### config.mk
export PLATFORM = sky130hd
export DESIGN_NAME = abe_ram
export DESIGN_NICKNAME = d
export VERILOG_FILES = /design/src/sv/abe_ram.sv
export SDC_FILE = /design/constraint.sdc
export NUM_CORES = 1
export LEC_CHECK = 0
export BUFFER_PORTS_ARGS = -buffer_cell sky130_fd_sc_hd__buf_2
export CAP_MARGIN = 20
export CORE_MARGIN = 4
export CORE_UTILIZATION = 55
export DETAILED_ROUTE_END_ITERATION = 7
export PLACE_DENSITY = 0.7
export SYNTH_ARGS = -nofsm -noshare
export SYNTH_HDL_FRONTEND = slang
export SYNTH_SLANG_ARGS = --single-unit
### constraint.sdc
create_clock -name aclk -period 5.1 [get_ports aclk]
set_input_delay 1.02 -clock aclk [delete_from_list [all_inputs] [get_ports aclk]]
set_output_delay 1.02 -clock aclk [all_outputs]
set_load 0.01 [all_outputs]
### src/sv/abe_ram.sv
`timescale 1ns / 1ps

module abe_ram #(
    parameter int WIDTH = 8,
    parameter int DEPTH = 16,
    localparam int AW = $clog2(DEPTH)
) (
    input  logic             aclk,
    input  logic             we,
    input  logic [AW-1:0]    waddr,
    input  logic [WIDTH-1:0] wdata,
    input  logic [AW-1:0]    raddr,
    output logic [WIDTH-1:0] rdata
);

    logic [WIDTH-1:0] mem [DEPTH];
    logic [WIDTH-1:0] rdata_reg;

    always_ff @(posedge aclk) begin
        if (we) begin
            mem[waddr] <= wdata;
        end
        rdata_reg <= mem[raddr];
    end

    assign rdata = rdata_reg;

endmodule

# Word-level counts from Yosys, hierarchy flattened
# Memories as Yosys holds them, arrays and structs flattened. A register that Yosys moved wholly into a read port is not among the register bits.
# Cells that the tools add are included.
[word_totals] regBits=0 mem_bits_rw=128 output_inout_bits=8 word_cells=3 memories=1
[mem_list] name="mem" depth=16 width=8 read_ports=1 rd_ports_with_merged_regs=1 wr=1 line_no="16" source="logic [WIDTH-1:0] mem [DEPTH];"
[op_classes] muxes=2
[ops] cell="$mux 1" count=2

# Depth between registers and ports, before layout
[depth] depth_word=2 mapped_depth=5 depth_no_buf=3

# Least setup slack after synthesis
# No wires, ideal clock.
[synth_timing] kind="input port to flip-flop" from="input port waddr[2]" to="memory mem[0][0], enable pin" t_arrival_ns=2.130 slack_ns=2.587 path_stages=2 cell_sequence="or3b_2 nor3_1"
[synth_rtl] item="start: declaration" line_no="10" source="input logic [AW-1:0] waddr,"
[synth_rtl] item="end: declaration" line_no="16"
# Straight into the memory's write port.

# Worst setup path after layout
[layout_timing] from="input port waddr[2]" to="memory mem[0][2], enable pin"
# Straight into the memory's write port.

==> metrics.yaml <==
status: "finished, final reports clean"
wl_met3_um: 779
fin_crit_ns: 2.29
slowest_delay_ns: 0.55
diodes: 0
grtUsageTotal_pct: 19.2
crit_arrival_ns: 2.50
cts.sinks: 136
leakage_uw: 0.00198
grt_pass1_wl_um: 14900
ys_seq_elements: 136
ff2ff_setup_slack_ns: 3.69
largest_register_ffs: 128
synth_cell_types: 19
area_growth_syn_to_layout_pct: 14.7
top_layer: "met4"
vias: 2356
fin_skew_ns: 0.00766
avgSynthCellArea_sq_um: 22.5
final_util_pct: 64.2
met1_length_um: 3860
cpMaxStageDelayCell: "nor3_1"
hold_violations: 0
gp_congestion: 0.742
final.setup.tns_ns: 0
ant_nets: 0
synth-seq-area-share_pct: 77.8
cts_tree: "built"
nNetsFinal: 286
ctsResizeCount: 0
hold_class: "flop to flop"
clk_pin_slew_ns: 0.06
fin_area_sq_um: 5910
layout-drive-gt1-share_pct: 26.8
clock_latency_ns: 0.51
place_ws_ns: 2.04
root_buffer: "clkbuf_8"
grt_pass1_vias: 2442
wl_per_cell_um: 24.6
die_area_sq_um: 11000
wirelength_um: 9620
setup_ws_ns: 2.81
dp_hpwl_um: 5670
numCtsBuffers: 17
cp_max_fo: 5
min_period_over_period_pct: 45.0
initialDrtViolationCount: 199
worst_ep_required_time_ns: 5.31
fmax_mhz: 436
multi_input_comb_area_sq_um: 1060
synth_nets: 247
overflow: 0
slew_viol_final: 0
ir_drop_v: 0.000224
synth_area_sq_um: 5150
rows: 35
antenna_found_initial: 0
endpoint: "mem[0][2]"
ctsHoldBuffers: 0
regArea_sq_um: 4000
cp_common_cell: "buf_2"
fp.dieH_um: 105
dpl_cell_area_sq_um: 5350
relSlewSlack_pct: 36.6
rsz0062_at_grt: "false"
reg2reg_from: "mem[1][7]"
crit_chain: "buf_2, or3b_2, nor3_1, buf_2"
clk_path_buf_depth: 2
p_per_area_nw_per_um2: 417
port_buffers: 25
drcViolationCount: 0
critPathLaunch: "waddr[2]"
crit_path_start_kind: "input port"
rr_worst_depth: 3
end_kind: "flop"
first_pass_iters: 5
yosys_warnings: 0
num-fill-cells: 606
die_w_um: 105
via_per_inst: 6.03
setup_viol: 0
wl_met2_um: 4890
critical_path_class: "input port to flop"
start_util_pct: 56.0
core-area_sq_um: 9200
netlist_instances: 229
htreeDepth: 4
reg2reg_to: "rdata[7]"
postCtsSetupRepairBufs: 0
boundaryPins: 26
grt_max_degree: 33
maxCapViolations: 0
worst_slew_pin_slew_ns: 0.947
[area by class of cell]
| class | count | area share, % |
|---|---|---|
| Sequential cell | 136 | 67.8 |
| Multi-Input combinational cell | 83 | 17.9 |
| Clock buffer | 20 | 7.20 |
| Timing Repair Buffer | 30 | 2.92 |
| Tap cell | 111 | 2.35 |
| Clock inverter | 11 | 1.82 |
[cell usage in the layout, fill, tap and decap left out, types with 4 or more instances in the layout]
cell       count
mux4_1        14
edfxtp_1     128
clkbuf_16     16
nor2_1        13
mux4_2        18
nor3_1         4
dfxtp_1        8
a22oi_1       16
buf_2         26
nand2_1        9
clkinv_2       5
[synthesized netlist by cell type (all sizes together)]
| library cell | count | share of area (%) |
|---|---|---|
| edfxtp | 128 | 75 |
| mux4 | 32 | 15 |
| a22oi | 16 | 2.3 |
| nor2 | 13 | 0.95 |
| nand2 | 9 | 0.66 |
| dfxtp | 8 | 3.1 |
| buf | 7 | 1.1 |
| nor3 | 4 | 0.39 |
| clkdlybuf4s25 | 3 | 0.58 |
| nand2b | 2 | 0.24 |
| nand3b | 2 | 0.29 |
| and2 | 1 | 0.12 |
| and2b | 1 | 0.15 |
| nand3 | 1 | 0.097 |
| nor2b | 1 | 0.12 |
| or3b | 1 | 0.17 |
[metal layers]
metal / track usage [%] / vias up
met3: 5.68 / 4
met2: 28.3 / 96
li1: - / 1050
met4: 6.47 / 0
met1: 27.9 / 1206
met5: 0 / -
[power by group]
| group | internal (uW) | switching (uW) | leakage (uW) | total (uW) |
|---|---|---|---|---|
| Clock | 683 | 412 | 0.000259 | 1090 |
| Sequential | 1250 | 8.11 | 0.00122 | 1260 |
| Combinational | 46.6 | 65.4 | 0.000501 | 112 |
| Total | 1980 | 485 | 0.00198 | 2470 |
[critical path, delay by kind of cell]
family	cells	cell delay, ns
and+or+nand+nor	2	1.06
buffers and inverters	2	0.42
[kinds of logic (layout without fill, tap and decap cells)]
family | Yosys count | after routing | synth area share (%)
mux | 32 | 32 | 15.0
buf+inv | 10 | 61 | 1.68
simple gates | 35 | 35 | 3.18
flops | 136 | 136 | 77.8
compound gates | 16 | 16 | 2.33
[worst min-delay path by stage]
stage / slack [ns] / from / cells after the start / to
after floorplan: 0.63 / mem[7][0] / 3 / rdata[0]
after global placement: 0.66 / mem[15][2] / 3 / rdata[2]
after detailed placement: 0.67 / mem[12][1] / 3 / rdata[1]
after CTS: 0.68 / mem[12][1] / 3 / rdata[1]
after global routing: 0.72 / mem[4][3] / 3 / rdata[3]
final: 0.68 / mem[12][2] / 3 / rdata[2]
[metrics by stage]
step                      cells  power, uW  hold slack, ns
final                       391       2470           0.676
after global routing        391       2550           0.722
after CTS                   390       2490           0.685
after detailed placement    359       1390           0.670
after global placement      358       1390           0.658
after floorplan             229       1350           0.629
Note: power is estimated with default switching activity, not from simulation.
